### src/ifp_pkg.sv
// shared types, constants and group table for the inertial frame parser
// no dependencies
`timescale 1ns / 1ps

package ifp_pkg;

  // capture store geometry
  localparam int CAPTURE_DEPTH = 128;
  localparam int AW            = $clog2(CAPTURE_DEPTH);

  // frame framing bytes
  localparam logic [7:0] PREAMBLE       = 8'hFA;
  localparam logic [7:0] BUS_ID         = 8'hFF;
  localparam logic [7:0] EXT_LEN_MARK   = 8'hFF;
  localparam logic [7:0] MSG_ID_RESET   = 8'h36;

  // register map
  localparam logic REG_DECODE_MSG_ID = 1'b0;

  // group codes
  localparam logic [2:0] GRP_EULER  = 3'd0;
  localparam logic [2:0] GRP_ACCEL  = 3'd1;
  localparam logic [2:0] GRP_RATE   = 3'd2;
  localparam logic [2:0] GRP_LATLON = 3'd3;
  localparam logic [2:0] GRP_ALT    = 3'd4;
  localparam logic [2:0] GRP_VEL    = 3'd5;

  typedef enum logic [2:0] {
    PH_HUNT,
    PH_BUS,
    PH_MSGID,
    PH_LEN,
    PH_EXTLEN,
    PH_DATA,
    PH_CHECK
  } phase_e;

  typedef enum logic [1:0] {
    X_IDLE,
    X_READ,
    X_LAST,
    X_PUSH
  } xstate_e;

  // store write port
  typedef struct packed {
    logic          en;
    logic [AW-1:0] addr;
    logic [7:0]    data;
  } ifp_wr_t;

  // extractor status seen by the parser
  typedef struct packed {
    logic          busy;
    logic [AW-1:0] next_addr;
  } ifp_xstat_t;

  function automatic logic [AW-1:0] grp_offset(input logic [2:0] g);
    logic [AW-1:0] r;
    case (g)
      GRP_EULER:  r = AW'(4);
      GRP_ACCEL:  r = AW'(19);
      GRP_RATE:   r = AW'(34);
      GRP_LATLON: r = AW'(49);
      GRP_ALT:    r = AW'(60);
      GRP_VEL:    r = AW'(67);
      default:    r = '0;
    endcase
    return r;
  endfunction

  // index of the last byte read for a group: two id bytes plus four per word
  function automatic logic [3:0] grp_last(input logic [2:0] g);
    logic [3:0] r;
    case (g)
      GRP_LATLON: r = 4'd9;
      GRP_ALT:    r = 4'd5;
      default:    r = 4'd13;
    endcase
    return r;
  endfunction

  function automatic logic [15:0] grp_id(input logic [2:0] g);
    logic [15:0] r;
    case (g)
      GRP_EULER:  r = 16'h2030;
      GRP_ACCEL:  r = 16'h4020;
      GRP_RATE:   r = 16'h8020;
      GRP_LATLON: r = 16'h5040;
      GRP_ALT:    r = 16'h5020;
      GRP_VEL:    r = 16'hD010;
      default:    r = 16'h0000;
    endcase
    return r;
  endfunction

endpackage

### src/ifp_store.sv
// byte-wide capture store, one write and one registered read per cycle
// depends on ifp_pkg; per-entry valid bits make unwritten entries read as zero
`timescale 1ns / 1ps

module ifp_store import ifp_pkg::*; (
  input  logic          clk_i,
  input  logic          rst_ni,
  input  ifp_wr_t       wr_i,
  input  logic [AW-1:0] rd_addr_i,
  output logic [7:0]    rd_data_o
);

  logic [7:0]               mem [CAPTURE_DEPTH];
  logic [CAPTURE_DEPTH-1:0] vld_q;
  logic [7:0]               rdata_q;
  logic                     rvld_q;

  // read returns the value held before a write at the same edge
  always_ff @(posedge clk_i) begin
    if (wr_i.en) begin
      mem[wr_i.addr] <= wr_i.data;
    end
    rdata_q <= mem[rd_addr_i];
  end

  always_ff @(posedge clk_i or negedge rst_ni) begin
    if (!rst_ni) begin
      vld_q  <= '0;
      rvld_q <= 1'b0;
    end else begin
      if (wr_i.en) begin
        vld_q[wr_i.addr] <= 1'b1;
      end
      rvld_q <= vld_q[rd_addr_i];
    end
  end

  assign rd_data_o = rvld_q ? rdata_q : 8'h00;

endmodule

### src/ifp_extract.sv
// group extractor: walks the store byte by byte and builds six results
// depends on ifp_pkg; reads through ifp_store's single read port
`timescale 1ns / 1ps

module ifp_extract import ifp_pkg::*; (
  input  logic          clk_i,
  input  logic          rst_ni,
  input  logic          start_i,
  output logic [AW-1:0] rd_addr_o,
  input  logic [7:0]    rd_data_i,
  output ifp_xstat_t    xstat_o,
  output logic          out_valid_o,
  input  logic          out_ready_i,
  output logic [2:0]    group_code_o,
  output logic          present_o,
  output logic [31:0]   word_a_o,
  output logic [31:0]   word_b_o,
  output logic [31:0]   word_c_o,
  output logic          last_o
);

  xstate_e     xs_q, xs_d;
  logic [2:0]  grp_q, grp_d;
  logic [3:0]  k_q, k_d;
  logic [3:0]  sl_q;
  logic        sl_v_q;
  logic [7:0]  id_hi_q, id_hi_d, id_lo_q, id_lo_d;
  logic [95:0] acc_q, acc_d;
  logic        hit;

  logic        ov_q, ov_d;
  logic [2:0]  code_q, code_d;
  logic        pres_q, pres_d;
  logic [31:0] wa_q, wa_d, wb_q, wb_d, wc_q, wc_d;
  logic        last_q, last_d;

  // skip the byte between the data id and the first word
  assign rd_addr_o = grp_offset(grp_q) + AW'(k_q) + AW'(k_q >= 4'd2);

  assign xstat_o.busy      = (xs_q != X_IDLE);
  assign xstat_o.next_addr = rd_addr_o;

  assign hit = ({id_hi_q, id_lo_q} == grp_id(grp_q));

  always_ff @(posedge clk_i or negedge rst_ni) begin
    if (!rst_ni) begin
      xs_q   <= X_IDLE;
      grp_q  <= '0;
      k_q    <= '0;
      sl_v_q <= 1'b0;
      ov_q   <= 1'b0;
    end else begin
      xs_q   <= xs_d;
      grp_q  <= grp_d;
      k_q    <= k_d;
      sl_v_q <= (xs_q == X_READ);
      ov_q   <= ov_d;
    end
  end

  always_ff @(posedge clk_i) begin
    sl_q    <= k_q;
    id_hi_q <= id_hi_d;
    id_lo_q <= id_lo_d;
    acc_q   <= acc_d;
    code_q  <= code_d;
    pres_q  <= pres_d;
    wa_q    <= wa_d;
    wb_q    <= wb_d;
    wc_q    <= wc_d;
    last_q  <= last_d;
  end

  always_comb begin
    xs_d    = xs_q;
    grp_d   = grp_q;
    k_d     = k_q;
    id_hi_d = id_hi_q;
    id_lo_d = id_lo_q;
    acc_d   = acc_q;
    ov_d    = ov_q;
    code_d  = code_q;
    pres_d  = pres_q;
    wa_d    = wa_q;
    wb_d    = wb_q;
    wc_d    = wc_q;
    last_d  = last_q;

    // place the byte read in the previous cycle
    if (sl_v_q) begin
      if (sl_q == 4'd0) begin
        id_hi_d = rd_data_i;
      end else if (sl_q == 4'd1) begin
        id_lo_d = rd_data_i;
      end else begin
        for (int i = 0; i < 12; i++) begin
          if (sl_q == 4'(i + 2)) begin
            acc_d[95 - 8*i -: 8] = rd_data_i;
          end
        end
      end
    end

    if (out_ready_i) begin
      ov_d = 1'b0;
    end

    case (xs_q)
      X_IDLE: begin
        if (start_i) begin
          grp_d = GRP_EULER;
          k_d   = '0;
          acc_d = '0;
          xs_d  = X_READ;
        end
      end
      X_READ: begin
        if (k_q == grp_last(grp_q)) begin
          k_d  = '0;
          xs_d = X_LAST;
        end else begin
          k_d = k_q + 4'd1;
        end
      end
      X_LAST: begin
        xs_d = X_PUSH;
      end
      X_PUSH: begin
        if (!ov_q || out_ready_i) begin
          ov_d   = 1'b1;
          code_d = grp_q;
          pres_d = hit;
          wa_d   = hit ? acc_q[95:64] : 32'h0;
          wb_d   = hit ? acc_q[63:32] : 32'h0;
          wc_d   = hit ? acc_q[31:0]  : 32'h0;
          last_d = (grp_q == GRP_VEL);
          acc_d  = '0;
          if (grp_q == GRP_VEL) begin
            xs_d = X_IDLE;
          end else begin
            grp_d = grp_q + 3'd1;
            xs_d  = X_READ;
          end
        end
      end
      default: begin
        xs_d = X_IDLE;
      end
    endcase
  end

  assign out_valid_o  = ov_q;
  assign group_code_o = code_q;
  assign present_o    = pres_q;
  assign word_a_o     = wa_q;
  assign word_b_o     = wb_q;
  assign word_c_o     = wc_q;
  assign last_o       = last_q;

endmodule

### src/inertial_frame_parser.sv
// inertial frame parser: one received byte per cycle, six results per decoded frame
// throughput: one byte a cycle; a byte waits while its store write would hit an entry
// the burst still has to read, and a checksum waits until the previous burst is done
// reset: control state clears, id register loads 0x36 at once; unwritten store entries read 0
// depends on ifp_pkg, ifp_store and ifp_extract
`timescale 1ns / 1ps

module inertial_frame_parser import ifp_pkg::*; (
  input  logic        clk_i,
  input  logic        rst_ni,
  input  logic        psel,
  input  logic        penable,
  input  logic        pwrite,
  input  logic [2:0]  paddr,
  input  logic [31:0] pwdata,
  output logic [31:0] prdata,
  output logic        pready,
  input  logic        in_valid_i,
  output logic        in_ready_o,
  input  logic [7:0]  rx_byte_i,
  output logic        out_valid_o,
  input  logic        out_ready_i,
  output logic [2:0]  group_code_o,
  output logic        present_o,
  output logic [31:0] word_a_o,
  output logic [31:0] word_b_o,
  output logic [31:0] word_c_o,
  output logic        last_o
);

  logic [7:0]    msg_id_q;
  phase_e        phase_q, phase_d;
  logic [15:0]   byte_index_q, byte_index_d;
  logic [15:0]   bytes_left_q, bytes_left_d;
  logic [7:0]    frame_id_q, frame_id_d;
  logic [15:0]   idx_inc;
  logic [15:0]   ext_len;
  logic          in_fire;
  logic          cap_en;
  logic          start;
  ifp_wr_t       wr;
  ifp_xstat_t    xstat;
  logic [AW-1:0] rd_addr;
  logic [7:0]    rd_data;

  // configuration port
  assign pready = 1'b1;
  assign prdata = (paddr[2] == REG_DECODE_MSG_ID) ? {24'h0, msg_id_q} : 32'h0;

  always_ff @(posedge clk_i or negedge rst_ni) begin
    if (!rst_ni) begin
      msg_id_q <= MSG_ID_RESET;
    end else if (psel && penable && pwrite && pready && (paddr[2] == REG_DECODE_MSG_ID)) begin
      msg_id_q <= pwdata[7:0];
    end
  end

  // hold a byte back while the extractor still has to read its target entry, and a checksum byte while it is busy
  assign in_ready_o = !(xstat.busy && ((phase_q == PH_CHECK) ||
                        ((phase_q != PH_HUNT) && (byte_index_q >= 16'(xstat.next_addr)))));
  assign in_fire    = in_valid_i && in_ready_o;

  assign idx_inc = (byte_index_q == 16'hFFFF) ? byte_index_q : byte_index_q + 16'd1;
  assign ext_len = {bytes_left_q[7:0], rx_byte_i};

  always_comb begin
    phase_d      = phase_q;
    byte_index_d = byte_index_q;
    bytes_left_d = bytes_left_q;
    frame_id_d   = frame_id_q;
    cap_en       = 1'b0;
    start        = 1'b0;
    if (in_fire) begin
      case (phase_q)
        PH_HUNT: begin
          if (rx_byte_i == PREAMBLE) begin
            cap_en       = 1'b1;
            byte_index_d = 16'd1;
            phase_d      = PH_BUS;
          end
        end
        PH_BUS: begin
          if (rx_byte_i != BUS_ID) begin
            byte_index_d = '0;
            phase_d      = PH_HUNT;
          end else begin
            cap_en       = 1'b1;
            byte_index_d = idx_inc;
            phase_d      = PH_MSGID;
          end
        end
        PH_MSGID: begin
          cap_en       = 1'b1;
          byte_index_d = idx_inc;
          frame_id_d   = rx_byte_i;
          phase_d      = PH_LEN;
        end
        PH_LEN: begin
          cap_en       = 1'b1;
          byte_index_d = idx_inc;
          if (rx_byte_i == EXT_LEN_MARK) begin
            phase_d = PH_EXTLEN;
          end else begin
            bytes_left_d = {8'h00, rx_byte_i};
            phase_d      = (rx_byte_i == 8'h00) ? PH_CHECK : PH_DATA;
          end
        end
        PH_EXTLEN: begin
          // big-endian length: first byte parks in the low half, second completes it
          cap_en       = 1'b1;
          byte_index_d = idx_inc;
          bytes_left_d = ext_len;
          if (idx_inc >= 16'd6) begin
            phase_d = (ext_len == 16'h0000) ? PH_CHECK : PH_DATA;
          end
        end
        PH_DATA: begin
          cap_en       = 1'b1;
          byte_index_d = idx_inc;
          bytes_left_d = bytes_left_q - 16'd1;
          if (bytes_left_q == 16'd1) begin
            phase_d = PH_CHECK;
          end
        end
        PH_CHECK: begin
          // checksum byte itself is neither stored nor checked
          start        = (frame_id_q == msg_id_q);
          byte_index_d = '0;
          frame_id_d   = '0;
          phase_d      = PH_HUNT;
        end
        default: begin
          phase_d = PH_HUNT;
        end
      endcase
    end
  end

  always_ff @(posedge clk_i or negedge rst_ni) begin
    if (!rst_ni) begin
      phase_q      <= PH_HUNT;
      byte_index_q <= '0;
      bytes_left_q <= '0;
      frame_id_q   <= '0;
    end else begin
      phase_q      <= phase_d;
      byte_index_q <= byte_index_d;
      bytes_left_q <= bytes_left_d;
      frame_id_q   <= frame_id_d;
    end
  end

  assign wr.addr = (phase_q == PH_HUNT) ? '0 : byte_index_q[AW-1:0];
  assign wr.data = rx_byte_i;
  assign wr.en   = cap_en && ((phase_q == PH_HUNT) || (32'(byte_index_q) < CAPTURE_DEPTH));

  ifp_store u_store (
    .clk_i     (clk_i),
    .rst_ni    (rst_ni),
    .wr_i      (wr),
    .rd_addr_i (rd_addr),
    .rd_data_o (rd_data)
  );

  ifp_extract u_extract (
    .clk_i        (clk_i),
    .rst_ni       (rst_ni),
    .start_i      (start),
    .rd_addr_o    (rd_addr),
    .rd_data_i    (rd_data),
    .xstat_o      (xstat),
    .out_valid_o  (out_valid_o),
    .out_ready_i  (out_ready_i),
    .group_code_o (group_code_o),
    .present_o    (present_o),
    .word_a_o     (word_a_o),
    .word_b_o     (word_b_o),
    .word_c_o     (word_c_o),
    .last_o       (last_o)
  );

endmodule

### config.mk
export PLATFORM = sky130hd
export DESIGN_NAME = inertial_frame_parser
export DESIGN_NICKNAME = d
export VERILOG_FILES = /design/src/ifp_pkg.sv /design/src/ifp_store.sv /design/src/ifp_extract.sv /design/src/inertial_frame_parser.sv
export SDC_FILE = /design/constraint.sdc
export NUM_CORES = 2
export LEC_CHECK = 0
export ABC_AREA = 1
export BUFFER_PORTS_ARGS = -buffer_cell sky130_fd_sc_hd__buf_2
export CORE_MARGIN = 3
export CORE_UTILIZATION = 55
export CTS_BUF_LIST = sky130_fd_sc_hd__clkbuf_8
export DETAILED_ROUTE_END_ITERATION = 10
export PLACE_DENSITY = 0.72
export SLEW_MARGIN = 20
export SYNTH_ARGS = -nofsm -noshare
export SYNTH_HDL_FRONTEND = slang
export SYNTH_SLANG_ARGS = --single-unit
### constraint.sdc
create_clock -name clk_i -period 14.1 [get_ports clk_i]
set_clock_uncertainty 0.05 [all_clocks]
set_input_delay 2.115 -clock clk_i [delete_from_list [all_inputs] [get_ports clk_i]]
set_output_delay 2.115 -clock clk_i [all_outputs]
set_load 0.02 [all_outputs]
# Word level (Yosys, flattened, before mapping)
# Memory sizes are Yosys's and may differ from the RTL's. A register that Yosys moved wholly into a read port is not among the register bits.
# Index checks and enable logic that the tools add are counted.
# op_classes
div_mod_pow,0
shifts,0
addsub,6
magnitude_cmp,7
n_eq_ne,43
mux,67
reduce_logical,37
n_bitwise,3
multipliers,0
# op_table
operator,count
96-bit 2-to-1 mux,5
96-bit case mux with 2 select lines,1
128-bit OR,1
8-bit 2-to-1 mux,14
16-bit case mux with 6 select lines,1
16-bit 2-to-1 mux,4
16-bit case mux with 4 select lines,1
16-bit case mux with 3 select lines,1
7-bit case mux with 6 select lines,1
4-bit == test (second input constant),6
3-bit 2-to-1 mux,6
3-bit case mux with 6 select lines,1
16-bit by 1-bit adder with 16-bit output (second input constant),1
16-bit by 1-bit == test with 1-bit output (second input constant),1
16-bit == test,1
16-bit == test (second input constant),1
4-bit by 3-bit == test with 1-bit output (second input constant),4
8-bit == test (second input constant),2
16-bit by 3-bit >= comparator with 1-bit output (second input constant),1
16-bit by 7-bit >= comparator with 1-bit output,1
16-bit logical NOT,1
16-bit by 8-bit < comparator with 1-bit output (second input constant),1
7-bit by 8-bit < comparator with 1-bit output (second input constant),2
4-bit case mux with 2 select lines,2
44 further kinds,103
# totals
word_cells,186
rom_bits,0
output_inout_bits,136
register_bits,408
memories,1
ram_bits,1024
latch_bits,0
# memory_table
name,words,word_bits,read_ports,rd_clocked_by_memory_dff,wr,line,source
u_store.mem,128,8,1,1,1,ifp_store.sv:13,logic [7:0] mem [CAPTURE_DEPTH];

# Logic depth before layout (Yosys ltp)
# depth
ltp_word,14
ltp_mapped,27
depth_no_buf,26

# Hierarchy
# Synthesis repeated with hierarchy kept, for this count alone.
# unflattened
cells_unflattened,5598
hier_area_um2,60605.6
# modules_own_cells
mod,area_per_inst_um2,n_inst,seq_area_each_um2,cells_per_inst
ifp_store,47505.6,1,34137.7,4139
ifp_extract,9155.0,1,5790.6,870
inertial_frame_parser,3945.0,1,1281.2,589

# Worst setup path before layout
# Ideal clock, no wire load.
# synth_timing
kind,input -> register
start,input port out_ready_i
end,"register u_extract.code_q[0], in the netlist u_extract.group_code_o[0], enable pin"
t_required_ns,13.486
path_stages,2
arrival_time_ns,6.405
setup_time_ns,0.564
setup_slack_ns,7.081
cell_sequence,nor2_1 -> nor2_1
# synth_via
elab_chain_cells,2
# synth_rtl
item,line,source
start: declaration,inertial_frame_parser.sv:22,"input logic out_ready_i,"
1-bit logical OR,ifp_extract.sv:129,if (!ov_q || out_ready_i) begin
2-bit AND reduction (no source line),--,
end signal: assignment,ifp_extract.sv:66,code_q <= code_d;
end: declaration,ifp_extract.sv:32,"logic [2:0] code_q, code_d;"
# No other way between the ends.
# A chain may end at the register's enable or synchronous reset.

# Final worst setup path
# layout_timing
start,register u_extract.grp_q[1]
end,output port in_ready_o
# layout_via
elab_chain_cells,9
elab_cells_between_ends,14
classes_between,2 x add/sub; 1 x order compare; 5 x eq/ne; 1 x mux; 5 x reduce/logical
# layout_rtl
item,line,source
start: declaration,ifp_extract.sv:23,"logic [2:0] grp_q, grp_d;"
start signal: assignment,ifp_extract.sv:54,grp_q <= grp_d;
3-bit == test (tied with other cells),ifp_pkg.sv:60,case (g)
7-bit case mux with 6 select lines (*),ifp_pkg.sv:60,
7-bit by 4-bit adder with 7-bit output (*),ifp_extract.sv:38,assign rd_addr_o = grp_offset(grp_q) + AW'(k_q) + AW'(k_q >= 4'd2);
7-bit by 1-bit adder with 7-bit output (*),ifp_extract.sv:38,
16-bit by 7-bit >= comparator with 1-bit output (*),inertial_frame_parser.sv:60,((phase_q != PH_HUNT) && (byte_index_q >= 16'(xstat.next_addr)))));
1-bit logical AND (*),inertial_frame_parser.sv:60,
1-bit logical OR (*),inertial_frame_parser.sv:59,assign in_ready_o = !(xstat.busy && ((phase_q == PH_CHECK) ||
1-bit logical AND (*),inertial_frame_parser.sv:59,
1-bit logical NOT (*),inertial_frame_parser.sv:59,
end: declaration,inertial_frame_parser.sv:19,"output logic in_ready_o,"
# Mark *: on every way between the ends. The rest lies on a longest branch, timed or not.

==> summary.txt <==
========================================================================================
Clock insertion delay at the later pin of the skew report .................      0.90 ns
Number of buffers added on ports ..........................................          134
Path category of the worst min-delay check ................................   reg -> reg
Worst Path Max Fanout .....................................................           38
# rows ....................................................................          120
Share of synthesized flip-flops with an asynchronous set or reset .........       13.26%
Final routed wire length divided by cell count ............................     21.14 um
Main synth FF type ........................................................ sky130_fd_sc_hd__edfxtp_1
Root Driver ............................................................... sky130_fd_sc_hd__clkbuf_8
Number of vias per cell after detailed routing ............................        5.828
H-tree lvl count ..........................................................            4
Xor/xnor share of the synthesized area ....................................      0.3478%
Crit path kind ............................................................   reg -> out
Final layout net count ....................................................        5,767
Hold Crit Start ........................................................... u_store.vld_q[113]
Hold Buf Count CTS ........................................................            0
ANT nets after route ......................................................            0
Number of different library cells in the post-synthesis netlist ...........           50
Via count .................................................................       42,392
Highest achievable clock rate .............................................    135.4 MHz
Max VDD drop ..............................................................   0.09597 mV
Vias in the first global route ............................................       39,974
Average cell area after synthesis .........................................  10.74 sq um
TritonCTS clock tree ......................................................         done
Worst path required time ..................................................     11.94 ns
Die footprint ............................................................. 113,200 sq um
Layout overhead on the synthesized area ...................................       10.54%
CP startpoint ............................................................. u_extract.grp_q[1]
Cells resized by post-CTS repair ..........................................            0
Core area ................................................................. 107,800 sq um
Fraction of the mapped netlist area in adder cells ........................      0.5248%
Die width .................................................................     336.5 um
Dpl cell area ............................................................. 62,160 sq um
Post-route DRC ............................................................            0
Sum of routed wire length over all layers .................................   153,800 um
Tcrit/Tclk final ..........................................................       52.37%
Simple-gate share of the synthesized area .................................       14.28%
Worst setup EP type ....................................................... primary output
Setup violators final .....................................................            0
Final number of hold-violating endpoints ..................................            0
Number of synthesized register bits .......................................        1,440
Number of flops mapped to enable cells by yosys ...........................        1,141
Starting DRT DRC Count ....................................................        5,022
Worst hold margin .........................................................    0.4069 ns
Total half-perimeter wirelength after legalization and detailed placement .    86,490 um
Sequential share of the synthesized area ..................................       68.59%
Cell Area, Synth .......................................................... 60,080 sq um
Critical Path Source Type .................................................         flop
Slew at the pin closest to its max-slew limit .............................     1.414 ns
Dominant combinational cell family by area after synthesis ................ simple AND/OR/NAND/NOR gates
Setup repair bufs after CTS ...............................................            0
Launching point of the worst reg2reg path ................................. u_extract.grp_q[1]
Maximum number of pins on one net before global-route repair ..............          232
Ratio of cells with drive above 1 in the final layout .....................       10.38%
Clk slew on worst S/H paths ...............................................      0.06 ns
Gate count after technology mapping .......................................        5,592
Clock sinks ...............................................................        1,440
TritonCTS Buffers .........................................................          218
Pins over their slew limit ................................................            0
Area fraction in compound gates after synthesis ...........................       11.34%
Rel. slew slack ...........................................................       5.765%
Wire length of the first global-routing pass ..............................   234,800 um
Count of pins on the block boundary .......................................          186
GRT Residual Overflow .....................................................            0
Summed area of non-filler cells in the final layout ....................... 66,410 sq um
Leakage power figure ......................................................     23.92 nW
Number of search-and-repair iterations in the first detailed-routing pass .            6
Number of warnings issued by yosys ........................................            0
Initial antenna violation count ...........................................            2
Final GP Congestion .......................................................       0.8779
Die Ht ....................................................................     336.5 um
Total track usage .........................................................       26.95%
Unrepaired setup endpoints after global routing ...........................           no
Result of the run .........................................................    completed
Crit path time final ......................................................     7.385 ns
Initial Utilization .......................................................       55.73%
Setup total negative slack ................................................         0 ns
Number of max-cap violations ..............................................            0
Critical path data arrival time ...........................................      5.22 ns
Cell total after placement ................................................        6,876
Portion of netlist area occupied by mux cells .............................           0%
Power density over cell area .............................................. 125.8 nW/um^2
Fin cells .................................................................        7,274
Maximum clock path buffer count ...........................................            3
========================================================================================
[logic make-up (layout without fill, tap and decap cells)]
group	Yosys count	after routing
AO/OA/AOI/OAI	1245	1245
XOR/XNOR	23	23
adder cells (fa/ha/maj)	24	24
buffers and inverters	744	998
flip-flops	1440	1440
other	2	27
AND/OR/NAND/NOR	2114	2114
[layout by cell type, fill, tap and decap left out, types with 6 or more instances in the layout]
| cell type | count |
|---|---|
| sky130_fd_sc_hd__a21oi_1 | 75 |
| sky130_fd_sc_hd__xor2_1 | 15 |
| sky130_fd_sc_hd__o21ai_0 | 813 |
| sky130_fd_sc_hd__nor3_1 | 41 |
| sky130_fd_sc_hd__o21bai_1 | 79 |
| sky130_fd_sc_hd__dfxtp_1 | 108 |
| sky130_fd_sc_hd__inv_6 | 7 |
| sky130_fd_sc_hd__buf_4 | 91 |
| sky130_fd_sc_hd__inv_2 | 6 |
| sky130_fd_sc_hd__ha_1 | 22 |
| sky130_fd_sc_hd__bufinv_16 | 7 |
| sky130_fd_sc_hd__dfrtp_1 | 187 |
| sky130_fd_sc_hd__clkbuf_8 | 231 |
| sky130_fd_sc_hd__clkinv_1 | 58 |
| sky130_fd_sc_hd__clkinv_2 | 24 |
| sky130_fd_sc_hd__nand2_1 | 868 |
| sky130_fd_sc_hd__buf_2 | 125 |
| sky130_fd_sc_hd__nor2_1 | 781 |
| sky130_fd_sc_hd__nor3_2 | 70 |
| sky130_fd_sc_hd__conb_1 | 25 |
| sky130_fd_sc_hd__nand4_1 | 16 |
| sky130_fd_sc_hd__nand3_1 | 312 |
| sky130_fd_sc_hd__edfxtp_1 | 1141 |
| sky130_fd_sc_hd__inv_1 | 431 |
| sky130_fd_sc_hd__o22ai_1 | 261 |
[worst paths after layout]
check / to / slack, ns / depth (start not counted)
max reg2reg: u_store.mem[16][5] / 6.91 / 22
min in group asynchronous: bytes_left_q[15] / 1.32 / 1
max in group asynchronous: u_store.vld_q[113] / 11.35 / 2
min reg2reg: u_store.vld_q[113] / 0.41 / 2
max: in_ready_o / 6.72 / 21
min: u_store.vld_q[113] / 0.41 / 2
[state kept, by name, summed over array words and instances (netlist names), 2 cells and up]
name and cells:
frame_id_q 8, byte_index_q 16, u_store.vld_q 128, u_store.rdata_q 8
u_extract.id_lo_q 8, phase_q 3, u_extract.word_b_o 32, u_store.mem 1024
u_extract.id_hi_q 8, u_extract.k_q 4, u_extract.grp_q 3, u_extract.group_code_o 3
bytes_left_q 16, u_extract.word_a_o 32, u_extract.acc_q 96, u_extract.xs_q 2
u_extract.sl_q 4, msg_id_q 8, u_extract.word_c_o 32
[worst max-delay path, cell delays in order, from the launching register on]
cell,delay (ns)
sky130_fd_sc_hd__dfrtp_1,0.44
sky130_fd_sc_hd__inv_1,0.21
sky130_fd_sc_hd__ha_1,0.23
sky130_fd_sc_hd__nand2_1,0.08
sky130_fd_sc_hd__nand2_1,0.06
sky130_fd_sc_hd__a31oi_1,0.05
sky130_fd_sc_hd__fa_4,0.47
sky130_fd_sc_hd__fa_4,0.50
sky130_fd_sc_hd__o21ai_0,0.41
sky130_fd_sc_hd__xnor2_2,0.16
sky130_fd_sc_hd__buf_4,0.49
sky130_fd_sc_hd__ha_1,0.35
sky130_fd_sc_hd__nand2_1,0.06
sky130_fd_sc_hd__nor2_1,0.06
sky130_fd_sc_hd__nand2_1,0.05
sky130_fd_sc_hd__nand2_1,0.04
sky130_fd_sc_hd__nor2_1,0.09
sky130_fd_sc_hd__nand2_1,0.08
sky130_fd_sc_hd__nand2_1,0.09
sky130_fd_sc_hd__nand2_1,0.09
sky130_fd_sc_hd__nand2_1,0.13
sky130_fd_sc_hd__buf_2,0.19
[layout make-up]
class                      instances  area, sq um
fill                            8524        41390
sequential                      1440        41210
multi-input combinational       3431        16460
clock buffer                     230         3166
tap                             1403         1755
timing repair buffer             224         1436
inverter                         378         1434
clock inverter                   166        948.4
antenna                            2        5.005
[metal layers]
metal	vias up	wire [um]	share of wire [%]	global-route usage [%]
met2	2129	71210	46	41.88
met5	-	0	0	0
met1	20322	62340	41	37.75
met3	310	15020	9.8	5.414
li1	19631	-	-	-
met4	0	5222	3.4	10.54
[power by group]
part	internal, mW	switching [mW]	total [mW]
Clock	1.64	1.60	3.24
Combinational	0.0854	0.359	0.445
Sequential	4.63	0.0387	4.67
Total	6.35	2.00	8.36
[cell usage after synthesis, types with 3 or more instances]
master / instances / area, sq um
sky130_fd_sc_hd__a21oi_1: 75 / 375.4
sky130_fd_sc_hd__a31oi_1: 4 / 25.02
sky130_fd_sc_hd__buf_1: 25 / 93.84
sky130_fd_sc_hd__buf_2: 41 / 205.2
sky130_fd_sc_hd__buf_4: 27 / 202.7
sky130_fd_sc_hd__clkbuf_1: 272 / 1021
sky130_fd_sc_hd__clkinv_1: 5 / 18.77
sky130_fd_sc_hd__dfrtp_1: 187 / 4679
sky130_fd_sc_hd__dfstp_2: 4 / 105.1
sky130_fd_sc_hd__dfxtp_1: 108 / 2162
sky130_fd_sc_hd__edfxtp_1: 1141 / 34260
sky130_fd_sc_hd__ha_1: 22 / 275.3
sky130_fd_sc_hd__inv_1: 366 / 1374
sky130_fd_sc_hd__inv_2: 7 / 26.28
sky130_fd_sc_hd__nand2_1: 870 / 3266
sky130_fd_sc_hd__nand3_1: 314 / 1572
sky130_fd_sc_hd__nand3b_1: 3 / 22.52
sky130_fd_sc_hd__nand4_1: 16 / 100.1
sky130_fd_sc_hd__nor2_1: 784 / 2943
sky130_fd_sc_hd__nor3_1: 110 / 550.5
sky130_fd_sc_hd__nor4_1: 3 / 18.77
sky130_fd_sc_hd__o21ai_0: 813 / 4069
sky130_fd_sc_hd__o21bai_1: 79 / 593.1
sky130_fd_sc_hd__o22ai_1: 261 / 1633
sky130_fd_sc_hd__or2_2: 4 / 25.02
sky130_fd_sc_hd__xnor2_1: 6 / 52.55
sky130_fd_sc_hd__xor2_1: 16 / 140.1
[per-stage QoR]
step	setup slack (ns)	total power [mW]	utilization [%]
final	6.715	8.356	61.61
after global routing	6.355	8.625	61.60
after CTS	6.654	8.384	61.48
after detailed placement	6.931	5.185	57.66
after global placement	7.041	5.170	57.45
after floorplan	7.081	4.972	-
Note: power is estimated with default switching activity, not from simulation.
